File: config.mk
export PLATFORM = sky130hd
export DESIGN_NAME = literal_string_escape_decoder
export DESIGN_NICKNAME = d
export VERILOG_FILES = /design/src/rtl/lsed_pkg.sv /design/src/rtl/literal_string_escape_decoder.sv
export SDC_FILE = /design/constraint.sdc
export NUM_CORES = 1
export LEC_CHECK = 0
export BUFFER_PORTS_ARGS = -buffer_cell sky130_fd_sc_hd__buf_2
export CAP_MARGIN = 15
export CORE_ASPECT_RATIO = 1.2
export CORE_MARGIN = 2
export CORE_UTILIZATION = 25
export DETAILED_ROUTE_END_ITERATION = 12
export GPL_TIMING_DRIVEN = 0
export SYNTH_ARGS = -nofsm -noshare
export SYNTH_HDL_FRONTEND = slang
export SYNTH_SLANG_ARGS = --single-unit
File: constraint.sdc
create_clock -name aclk -period 3.09 [get_ports aclk]
set_input_delay 0.4635 -clock aclk [delete_from_list [all_inputs] [get_ports aclk]]
set_output_delay 0.4635 -clock aclk [all_outputs]
set_load 0.05 [all_outputs]
File: src/rtl/lsed_pkg.sv
// ----------------------------------------------------------------------------
// lsed_pkg
// Shared types and character codes for the literal string escape decoder.
// ----------------------------------------------------------------------------
package lsed_pkg;

    localparam int BYTE_W = 8;
    localparam int CHAR_W = 9;
    localparam int CNT_W  = 2;

    localparam logic [BYTE_W-1:0] CH_BACKSLASH = 8'd92;
    localparam logic [BYTE_W-1:0] CH_N         = 8'd110;
    localparam logic [BYTE_W-1:0] CH_R         = 8'd114;
    localparam logic [BYTE_W-1:0] CH_T         = 8'd116;
    localparam logic [BYTE_W-1:0] CH_ZERO      = 8'd48;
    localparam logic [BYTE_W-1:0] CH_SEVEN     = 8'd55;

    localparam logic [CHAR_W-1:0] CODE_LF  = 9'd10;
    localparam logic [CHAR_W-1:0] CODE_CR  = 9'd13;
    localparam logic [CHAR_W-1:0] CODE_TAB = 9'd9;

    localparam logic [CNT_W-1:0] OCTAL_MAX_DIGITS = 2'd3;

    typedef enum logic [1:0] {
        MODE_PLAIN  = 2'd0,
        MODE_ESCAPE = 2'd1,
        MODE_OCTAL  = 2'd2
    } mode_t;

    typedef struct packed {
        logic              valid;
        logic [CHAR_W-1:0] code;
        logic              fin;
    } result_t;

endpackage

File: src/rtl/literal_string_escape_decoder.sv
// ----------------------------------------------------------------------------
// literal_string_escape_decoder
// Decodes backslash escapes of a string body, one byte per beat.
// ----------------------------------------------------------------------------
// Path: an accepted byte waits in the input register, then its result is
// registered in the output register behind m_. Throughput: one byte per cycle
// while m_ready allows; a byte that ends an octal run and gives two results
// holds the input register until its second result leaves pend_reg.
// Reset: synchronous aresetn clears all beats in flight and the escape state.
// ----------------------------------------------------------------------------
module literal_string_escape_decoder (
    input  logic                          aclk,
    input  logic                          aresetn,
    input  logic                          s_valid,
    output logic                          s_ready,
    input  logic [lsed_pkg::BYTE_W-1:0]   s_byte_in,
    input  logic                          s_end_of_string,
    output logic                          m_valid,
    input  logic                          m_ready,
    output logic [lsed_pkg::CHAR_W-1:0]   m_char_out,
    output logic                          m_final_char
);
    import lsed_pkg::*;

    logic              in_valid_reg;
    logic [BYTE_W-1:0] in_byte_reg;
    logic              in_eos_reg;

    mode_t             mode_reg, mode_next;
    logic [CHAR_W-1:0] val_reg, val_next;
    logic [CNT_W-1:0]  cnt_reg, cnt_next;

    result_t           out_reg, pend_reg;
    result_t           r0, r1;

    logic              proc;
    logic              is_oct;
    logic [2:0]        digit;
    logic [CHAR_W-1:0] byte_code;
    logic [CHAR_W-1:0] oct_acc;
    logic [CNT_W-1:0]  cnt_inc;

    assign proc    = in_valid_reg && !pend_reg.valid && (!out_reg.valid || m_ready);
    assign s_ready = !in_valid_reg || proc;

    assign is_oct    = (in_byte_reg >= CH_ZERO) && (in_byte_reg <= CH_SEVEN);
    assign digit     = in_byte_reg[2:0];
    assign byte_code = {1'b0, in_byte_reg};
    assign oct_acc   = {val_reg[CHAR_W-4:0], digit};
    assign cnt_inc   = cnt_reg + 2'd1;

    always_comb begin
        mode_next = mode_reg;
        val_next  = val_reg;
        cnt_next  = cnt_reg;
        r0        = '0;
        r1        = '0;
        unique case (mode_reg)
            MODE_ESCAPE: begin
                mode_next = MODE_PLAIN;
                if (in_byte_reg == CH_N) begin
                    r0 = '{valid: 1'b1, code: CODE_LF, fin: in_eos_reg};
                end else if (in_byte_reg == CH_R) begin
                    r0 = '{valid: 1'b1, code: CODE_CR, fin: in_eos_reg};
                end else if (in_byte_reg == CH_T) begin
                    r0 = '{valid: 1'b1, code: CODE_TAB, fin: in_eos_reg};
                end else if (is_oct) begin
                    val_next = {6'd0, digit};
                    cnt_next = 2'd1;
                    if (in_eos_reg) begin
                        r0 = '{valid: 1'b1, code: {6'd0, digit}, fin: 1'b1};
                    end else begin
                        mode_next = MODE_OCTAL;
                    end
                end else begin
                    r0 = '{valid: 1'b1, code: byte_code, fin: in_eos_reg};
                end
            end
            MODE_OCTAL: begin
                if (is_oct) begin
                    val_next = oct_acc;
                    cnt_next = cnt_inc;
                    if (cnt_inc == OCTAL_MAX_DIGITS || in_eos_reg) begin
                        r0        = '{valid: 1'b1, code: oct_acc, fin: in_eos_reg};
                        mode_next = MODE_PLAIN;
                        val_next  = '0;
                        cnt_next  = '0;
                    end
                end else begin
                    r0        = '{valid: 1'b1, code: val_reg, fin: 1'b0};
                    mode_next = MODE_PLAIN;
                    val_next  = '0;
                    cnt_next  = '0;
                    if (in_byte_reg == CH_BACKSLASH && !in_eos_reg) begin
                        mode_next = MODE_ESCAPE;
                    end else begin
                        r1 = '{valid: 1'b1, code: byte_code, fin: in_eos_reg};
                    end
                end
            end
            default: begin
                mode_next = MODE_PLAIN;
                if (in_byte_reg == CH_BACKSLASH && !in_eos_reg) begin
                    mode_next = MODE_ESCAPE;
                end else begin
                    r0 = '{valid: 1'b1, code: byte_code, fin: in_eos_reg};
                end
            end
        endcase
        if (in_eos_reg) begin
            mode_next = MODE_PLAIN;
            val_next  = '0;
            cnt_next  = '0;
        end
    end

    always_ff @(posedge aclk) begin
        if (!aresetn) begin
            in_valid_reg   <= 1'b0;
            mode_reg       <= MODE_PLAIN;
            val_reg        <= '0;
            cnt_reg        <= '0;
            out_reg.valid  <= 1'b0;
            pend_reg.valid <= 1'b0;
        end else begin
            if (s_ready) begin
                in_valid_reg <= s_valid;
            end
            if (proc) begin
                mode_reg <= mode_next;
                val_reg  <= val_next;
                cnt_reg  <= cnt_next;
                out_reg  <= r0;
                pend_reg <= r1;
            end else if (out_reg.valid && m_ready) begin
                out_reg        <= pend_reg;
                pend_reg.valid <= 1'b0;
            end
        end
        if (s_valid && s_ready) begin
            in_byte_reg <= s_byte_in;
            in_eos_reg  <= s_end_of_string;
        end
    end

    assign m_valid      = out_reg.valid;
    assign m_char_out   = out_reg.code;
    assign m_final_char = out_reg.fin;

    a_pend_behind_out: assert property (@(posedge aclk) disable iff (!aresetn)
        pend_reg.valid |-> out_reg.valid)
        else $error("pending result without a result ahead of it");

    a_clear_on_final: assert property (@(posedge aclk) disable iff (!aresetn)
        (proc && in_eos_reg) |=> (mode_reg == MODE_PLAIN && cnt_reg == '0 && val_reg == '0))
        else $error("escape state not cleared after final byte");

    a_octal_count: assert property (@(posedge aclk) disable iff (!aresetn)
        (mode_reg == MODE_OCTAL) |-> (cnt_reg == 2'd1 || cnt_reg == 2'd2))
        else $error("octal run with bad digit count");

    a_idle_octal: assert property (@(posedge aclk) disable iff (!aresetn)
        (mode_reg != MODE_OCTAL) |-> (cnt_reg == '0 && val_reg == '0))
        else $error("octal accumulator not clear outside a run");

    a_pend_after_out: assert property (@(posedge aclk) disable iff (!aresetn)
        (pend_reg.valid && m_ready) |=> (out_reg.valid && !pend_reg.valid))
        else $error("pending result not moved forward");

endmodule

== Word-level counts from Yosys, hierarchy flattened ==
Index checks and enable logic that the tools add are counted.
Operators by class
  order comparisons: 2
  eq/ne operators: 12
  multiplexer cells: 40
  bitwise logic cells: 1
  reduce and logical (&&, ||, !) cells: 20
  add/subtract/negate cells: 1
Operators by type and width (count)
  2-to-1 mux 11 bit: 12
  2-to-1 mux 9 bit: 7
  equality test 8 x 7 -> 1 bit (second input constant): 4
  2-to-1 mux 2 bit: 14
  case mux 11 bit (2 select lines): 1
  case mux 9 bit (2 select lines): 1
  inequality test 3 bit (second input constant): 4
  greater-or-equal comparator 8 x 6 -> 1 bit (second input constant): 1
  less-or-equal comparator 8 x 6 -> 1 bit (second input constant): 1
  case mux 2 bit (2 select lines): 2
  logical AND 1 bit: 6
  AND reduction 2 bit: 3
  AND reduction 6 bit: 1
  equality test 2 bit (second input constant): 2
  logical NOT 1 bit: 4
  inequality test 4 bit (second input constant): 1
  logical OR 1 bit: 3
  2-to-1 mux 1 bit: 3
  nonzero test 3 bit: 1
  adder 2 x 1 -> 2 bit (second input constant): 1
  equality test 2 x 1 -> 1 bit (second input constant): 1
  nonzero test 2 bit: 1
  OR reduction 2 bit: 1
  inverter 1 bit: 1
Storage, ports and cells
  output and inout bits: 12
  bits of input ports: 13
  register bits after elaboration: 45

== Depth between registers and ports, before layout ==
Gate-level depths: netlist of run 1.
  word-level depth: 8
  depth in mapped cells: 8
  depth with buffers taken out: 7

== Worst setup path after synthesis of run 1 ==
OpenSTA, ideal clock, no wires.
  kind: register to register
  from: reg out_reg (netlist bit m_valid)
  to: reg in_byte_reg[0] (enable)
  data required time: 2752 ps
  cell stages (with the launch flop): 4
  setup time: 338 ps
  arrival time: 2368 ps
  slack: 383 ps
  cell sequence: dfxtp_1 and2b_1 o21ai_0 and2_1
Between the ends
  cells in the longest elaborated chain, start to end: 5
Ends and longest elaborated chain
  from (decl): RTL line literal_string_escape_decoder.sv:33  | result_t out_reg, pend_reg;
  from (signal assigned): RTL line literal_string_escape_decoder.sv:133  | out_reg <= r0;
  from (signal assigned): RTL line literal_string_escape_decoder.sv:136  | out_reg <= pend_reg;
  logical NOT 1 bit: RTL line literal_string_escape_decoder.sv:43  | assign proc = in_valid_reg && !pend_reg.valid && (!out_reg.valid || m_ready);
  logical OR 1 bit: RTL line literal_string_escape_decoder.sv:43
  logical AND 1 bit: RTL line literal_string_escape_decoder.sv:43
  logical OR 1 bit: RTL line literal_string_escape_decoder.sv:44  | assign s_ready = !in_valid_reg || proc;
  via s_ready: RTL line literal_string_escape_decoder.sv:15  | output logic s_ready,
  logical AND 1 bit: RTL line literal_string_escape_decoder.sv:140  | if (s_valid && s_ready) begin
  to (signal assigned): RTL line literal_string_escape_decoder.sv:141  | in_byte_reg <= s_byte_in;
  to (decl): RTL line literal_string_escape_decoder.sv:26  | logic [BYTE_W-1:0] in_byte_reg;
The timed path passes the listed nets, and every way through them passes these cells.
A chain may end at the register's enable or synchronous reset.

== Worst setup path in the final report of run 1 ==
  from: reg in_byte_reg[7]
  to: reg out_reg (netlist bit m_char_out[3]) (data pin)
Between the ends
  cells in the longest elaborated chain, start to end: 8
  elaborated cells between the ends (all ways): 16
Ends and longest elaborated chain
  greater-or-equal comparator 8 x 6 -> 1 bit / less-or-equal comparator 8 x 6 -> 1 bit (equally long branches): RTL line literal_string_escape_decoder.sv:46  | assign is_oct = (in_byte_reg >= CH_ZERO) && (in_byte_reg <= CH_SEVEN);
  logical AND 1 bit: RTL line literal_string_escape_decoder.sv:46
  2-to-1 mux 11 bit: RTL line literal_string_escape_decoder.sv:67  | end else if (is_oct) begin
  2-to-1 mux 11 bit: RTL line literal_string_escape_decoder.sv:65  | end else if (in_byte_reg == CH_T) begin
  2-to-1 mux 11 bit: RTL line literal_string_escape_decoder.sv:63  | end else if (in_byte_reg == CH_R) begin
  2-to-1 mux 11 bit: RTL line literal_string_escape_decoder.sv:61  | if (in_byte_reg == CH_N) begin
  case mux 11 bit (2 select lines) *: RTL line literal_string_escape_decoder.sv:58  | unique case (mode_reg)
  2-to-1 mux 11 bit *: RTL line literal_string_escape_decoder.sv:129  | if (proc) begin
Mark *: on every way between the ends. The rest lies on a longest branch, timed or not.

==> implementation parameters, run 1 <==
Parameter                              Value

Routing
  Avg Vias per Cell    5.045
  Drt total wl    5722 µm
  Number of vias in the routed layout    2033
  Final routed DRC violation total    0
  Avg WL per Cell    14.20 µm
  DRC violation total after the first TritonRoute iteration    184
  Drt first pass iters    5
  Detail Route Antenna Nets    0

Cells and area
  Number of flip-flops under the largest register name    10
  Post-layout nets    295
  Number of antenna repair diodes    0
  Post-layout instance area    2808 µm²
  Layout area overhead    17.36%
  Most used cells in the layout excluding fill and tap cells    buf_2, edfxtp_1, nand2_1
  Proportion of layout cells with a drive suffix above 1    19.64%
  Fill cell instance count of the final layout    974
  Most common cell after layout, fill and taps aside    buf_2

Setup path
  Arrival time at the worst endpoint    2.47 ns
  Crit Path Max Fanout    10
  Crit path capture    m_char_out[3]
  Reg-to-Reg End    m_char_out[3]
  Critical path endpoint category    flop
  Critical path startpoint category    flop
  Max stage delay on crit path    0.48 ns
  Worst Setup SP    in_byte_reg[7]
  Crit Path Class    reg -> reg
  Sequence of cells on the critical path    nand4bb_1 -> or2_2 -> clkbuf_1 -> buf_2 -> a311oi_1 -> o21ai_0
  Critical-path cell with the highest stage delay    edfxtp_1
  Slack of the worst reg-to-reg path    0.64 ns
  Crit Reg-Reg Startpoint    in_byte_reg[7]
  Worst endpoint required time    3.10 ns
  R2r worst-path depth    6

Timing
  Max Fclk    407.6 MHz
  Count of final hold-check violations    0
  Setup repair after global routing missed its margin    false
  Worst-Margin Slew    0.8021 ns
  Final setup violation count    0
  Final Cycle Share    79.40%
  Max-Slew Margin vs Limit    46.08%
  Final min period    2.453 ns
  Max-slew violation count    0
  Setup Total Neg Slack    0 ns
  Setup Skew    0.007145 ns

Clock tree
  # resized after CTS    0
  Clock tree root driver cell    clkbuf_16
  Clk Latency, worst-skew pair    0.28 ns
  Number of clock sinks    44
  CTS tree    built
  CTS clock-pin slew for the worst setup and hold paths    0.06 ns
  Hold_buf cts    0
  Bufs on Longest Clock Path    2
  CTS H-tree depth    2
  Number of setup buffers added after CTS    0
  Number of CTS-inserted buffers    5

Placement
  Placer congestion estimate    0.9172
  Count of port buffers added during placement    24
  Detail Placement HPWL    4323 µm
  Cell area reported after detailed placement    2666 µm²

Global routing
  Overall overflow remaining after global route    0
  Initial antenna violation count    0
  First-pass GRT wire length    9604 µm
  Global routing usage summed across all routing layers    11.56%
  Via count of the first global-routing pass    1904
  Largest net degree at the start of global routing    15

Yosys
  Summed instance area of the synthesized netlist    2392 µm²
  Fraction of synthesis flops using an asynchronous set or reset pin    0%
  Syn nets    264
  Sequential fraction of the synthesis area    48.54%
  Number of synthesized flops with an enable pin    28
  Synthesized instance count    248
  Count of warnings emitted by yosys    0
  Count of state elements after synthesis    44
  Mean Syn Cell Area    9.646 µm²
  Number of distinct library cells after synthesis    55
  Main flop type after synthesis    edfxtp_1

Floorplan
  Cell Rows    39
  Count of boundary I/O pins    25
  Core box area    9418 µm²
  Die height    111.2 µm
  Die Outline Area    10370 µm²
  Width of the chip    93.30 µm
  Starting density of the core    25.40%

Power and ir drop
  Static Leakage    0.9717 nW
  Peak ir drop on the vdd network    0.2140 mV
  Power density over the cells    449.3 nW/µm²

Worst hold path
  Number of stages on the worst hold path    1
  Worst min path class    in -> reg

Outcome
  Run status    finished clean

Job
  Maximum capacitance violations    0
==> layer usage <==
layer | vias up | wire length [µm] | GRT usage (%)
met2 | 90 | 2703 | 17.99
met5 | - | 0 | 0
li1 | 986 | - | -
met4 | 0 | 119 | 3.725
met1 | 944 | 2515 | 15.76
met3 | 13 | 383 | 2.719
==> worst min-delay path by stage <==
stage                endpoint         start
6_report       in_byte_reg[6]  s_byte_in[6]
5_1_grt        in_byte_reg[1]  s_byte_in[1]
4_1_cts        in_byte_reg[2]  s_byte_in[2]
3_5_place_dp       val_reg[8]    val_reg[8]
3_3_place_gp       val_reg[8]    val_reg[8]
2_1_floorplan      val_reg[7]    val_reg[7]
==> report_power, final <==
group	switching, mW	internal, mW	total (mW)	leakage [nW]
combinational	0.0720	0.0333	0.105	0.510
sequential	0.00857	0.641	0.650	0.395
clock	0.209	0.298	0.507	0.0669
==> cell usage after synthesis (3+ instances only) <==
master | count | area share [%]
a21boi_0 | 6 | 1.9
a21oi_1 | 11 | 2.3
a311oi_1 | 4 | 1.5
a31oi_1 | 6 | 1.6
a32o_1 | 3 | 1.3
and2_1 | 7 | 1.8
and2_2 | 3 | 0.94
and3_1 | 9 | 2.4
buf_2 | 5 | 1.0
clkbuf_1 | 12 | 1.9
dfxtp_1 | 16 | 13
edfxtp_1 | 28 | 35
ha_1 | 3 | 1.6
inv_1 | 5 | 0.78
nand2_1 | 24 | 3.8
nand2b_1 | 8 | 2.1
nand3_1 | 14 | 2.9
nand3b_1 | 3 | 0.94
nor2_1 | 17 | 2.7
nor2b_1 | 4 | 1.0
o2111ai_1 | 3 | 1.1
o211ai_1 | 3 | 0.94
o21a_1 | 4 | 1.3
o21ai_0 | 10 | 2.1
or2_2 | 4 | 1.0
==> worst max-delay path: cells and delay by family (launching register included) <==
kind	cells	cell delay, ns
compound gates	2	0.52
buf+inv	2	0.33
flops	1	0.48
simple gates	2	0.85
==> per-stage QoR <==
stage	hold slack (ns)	worst slack (ns)	total power [mW]	util, %	instances
after detailed placement	0.4632	0.7538	0.7671	28.31	395
after floorplan	0.4374	0.3834	0.7336	-	248
final	0.3511	0.6365	1.262	29.81	403
after CTS	0.3481	0.7420	1.273	29.81	403
after global placement	0.4548	0.7166	0.7656	28.31	395
after global routing	0.3451	0.5874	1.313	29.81	403
==> cell type report <==
cell class                      count  area [µm²]  share of cell area, %
Buffer                             20       92.59                  3.298
Clock buffer                        6       128.9                  4.590
Clock inverter                      2       12.51                 0.4456
Inverter                            5       18.77                 0.6684
Multi-Input combinational cell    179        1120                  39.88
Sequential cell                    44        1161                  41.35
Tap cell                          123       153.9                  5.481
Timing Repair Buffer               24       120.1                  4.278
==> cell families (layout without fill, tap and decap cells) <==
| kind of cell | Yosys count | after routing | synth area share, % |
|---|---|---|---|
| xor+xnor | 1 | 1 | 0.3662 |
| compound gates | 64 | 64 | 18.62 |
| simple gates | 111 | 111 | 26.25 |
| buf+inv | 25 | 57 | 4.655 |
| fa+ha+maj | 3 | 3 | 1.569 |
| flops | 44 | 44 | 48.54 |
Power figures use the tool's default switching activity.
==> run 2: changes to the inputs <==
Clock period 3.09 ns to 2.2 ns, I/O delays scaled along.
==> run 2 against run 1 <==
Highest routed layer unchanged. Sequential share of layout area fell by 0.95 points. Clock skew fell by 0.00075 ns. Critical endpoint is now pend_reg[3]. Via count rose by 1.3%.
==> implementation parameters, run 2 (synthesized netlist as in run 1, its figures left out) <==
Parameter                              Value

Timing
  Count of final hold-check violations    0
  Max Fclk    460.6 MHz
  Slack of the critical path    0.02873 ns
  Final Cycle Share    98.69%
  Final hold slack    0.2121 ns
  Worst-Margin Slew    0.8927 ns
  Final setup violation count    0
  Max-slew violation count    0
  Max-Slew Margin vs Limit    39.99%
  Final min period    2.171 ns
  Setup Skew    0.006397 ns

Routing
  Final routed DRC violation total    0
  Avg Vias per Cell    5.061
  Drt first pass iters    5
  Avg WL per Cell    14.53 µm
  Detail Route Antenna Nets    0
  Number of vias in the routed layout    2060
  Drt total wl    5914 µm
  DRC violation total after the first TritonRoute iteration    213

Cells and area
  Most common cell after layout, fill and taps aside    buf_2
  Post-layout utilization of the core    30.52%
  Post-route non-filler standard cell count    407
  Layout area overhead    20.14%
  Fill cell instance count of the final layout    982
  Most used cells in the layout excluding fill and tap cells    buf_2, edfxtp_1, nand2_1
  Register area    1161 µm²
  Area occupied by multi-input gates    1155 µm²
  Post-layout nets    299
  Number of antenna repair diodes    0
  Number of flip-flops under the largest register name    10
  Proportion of layout cells with a drive suffix above 1    22.89%

Power and ir drop
  Register share of total power    51.0%
  Static Leakage    1.000 nW
  Peak ir drop on the vdd network    0.2931 mV
  Combinational share of power    8.9%
  Internal Dissipation    1.371 mW
  Net Sw Power    0.4178 mW
  Clock share of power    40.1%
  Overall power    1.789 mW
  Switching power as a share of total power    23.36%
  Power density over the cells    622.4 nW/µm²

Setup path
  Critical path endpoint category    flop
  Stages on the worst setup path    5
  Critical-path cell with the highest stage delay    or4_4
  Reg-to-Reg End    pend_reg[3]
  Crit-path leading delay family    simple AND/OR/NAND/NOR gates
  Worst endpoint required time    2.24 ns
  Crit Reg-Reg Startpoint    in_byte_reg[0]
  Crit Path Max Fanout    6
  Crit Path Class    reg -> reg
  Slack of the worst reg-to-reg path    0.03 ns
  Sequence of cells on the critical path    buf_6 -> or3b_4 -> or4_4 -> and3_4 -> and2_2
  Max stage delay on crit path    0.61 ns
  Arrival time at the worst endpoint    2.21 ns
  R2r worst-path depth    5
  Total buffers and inverters traversed by the critical path    1
  Critical path startpoint category    flop

Worst hold path
  Hold worst-path end    in_byte_reg[6]
  Worst min path class    in -> reg
  HP Start    s_byte_in[6]
  Number of stages on the worst hold path    1

Floorplan
  Cell Rows    39
  Core box area    9418 µm²
  Count of boundary I/O pins    25
  Width of the chip    93.30 µm
  Starting density of the core    25.40%
  Die Outline Area    10370 µm²
  Die height    111.2 µm

Outcome
  Run status    finished clean

Clock tree
  Hold_buf cts    0
  CTS tree    built
  Number of CTS-inserted buffers    5
  Number of clock sinks    44
  CTS H-tree depth    2
  CTS clock-pin slew for the worst setup and hold paths    0.06 ns
  Clk Latency, worst-skew pair    0.29 ns
  Clock tree root driver cell    clkbuf_16
  Bufs on Longest Clock Path    2

Global routing
  Initial antenna violation count    0
  First-pass GRT wire length    9887 µm
  Overall overflow remaining after global route    0
  Via count of the first global-routing pass    1981
  Largest net degree at the start of global routing    14
  Global routing usage summed across all routing layers    12.04%

Job
  Maximum capacitance violations    0

Placement
  Placer congestion estimate    0.9317
  Worst setup slack before clock tree synthesis    -0.1702 ns
  Count of port buffers added during placement    24
  Detail Placement HPWL    4349 µm
  Placed cell count    395
## run 2: cell count changes in the layout (fill, tap and decap cells not counted)
cell       previous run  this run
a311oi_1              4         2
a311oi_2              0         2
buf_4                 1         5
clkbuf_1             13        11
clkbuf_2              0         2
clkinv_1              0         1
clkinv_2              1         0
nand4bb_1             1         0
nand4bb_4             0         1
nor2_1               17        16
nor2_2                0         1
o21ai_0              10         9
o21ai_2               0         1
## run 2: layout make-up
| class | instances | share of cell area (%) |
|---|---|---|
| Buffer | 20 | 3.309 |
| Inverter | 5 | 0.6530 |
| Clock buffer | 6 | 4.484 |
| Timing Repair Buffer | 28 | 5.224 |
| Clock inverter | 2 | 0.3918 |
| Multi-Input combinational cell | 179 | 40.18 |
| Sequential cell | 44 | 40.40 |
| Tap cell | 123 | 5.355 |
## run 2: stage by stage
step	cell area, µm²	TNS, ns
after floorplan	2396	0
after global placement	2670	-0.8136
after detailed placement	2670	-0.6582
after CTS	2826	0
after global routing	2874	-0.008016
final	2874	0
## run 2: power by group through the flow
stage | clock network [mW] | registers [mW] | logic [mW]
final | 0.717 | 0.913 | 0.159
after global placement | 0 | 0.930 | 0.146
after global routing | 0.758 | 0.915 | 0.173
after CTS | 0.727 | 0.914 | 0.149
after floorplan | 0 | 0.949 | 0.0817
after detailed placement | 0 | 0.931 | 0.147
## run 2: worst max-delay path by stage
stage,endpoint,from
final,pend_reg[3],in_byte_reg[0]
after global routing,m_char_out[2],in_byte_reg[7]
after CTS,m_char_out[3],in_byte_reg[7]
after detailed placement,m_char_out[3],in_byte_reg[7]
after global placement,m_char_out[3],in_byte_reg[7]
after floorplan,pend_reg[3],in_byte_reg[0]
## run 2: timing repair
| action | CTS | global route |
|---|---|---|
| endpoints found under the setup margin | 11 | 19 |
| buffers inserted | 0 | 4 |
| pin swaps | 1 | 3 |
| gates resized for setup | 2 | 7 |
## run 2: routing by layer
layer	track usage, %	routed length [µm]	share of wire [%]
met1	16.63	2647	45
met2	17.99	2653	45
met3	2.107	410	6.9
met4	5.980	202	3.4
met5	0	0	0
## run 2: worst register-to-register path, delay by kind of cell (launching register included)
kind	cells	cell delay (ns)
simple gates	4	1.41
flops	1	0.38
buf+inv	1	0.13
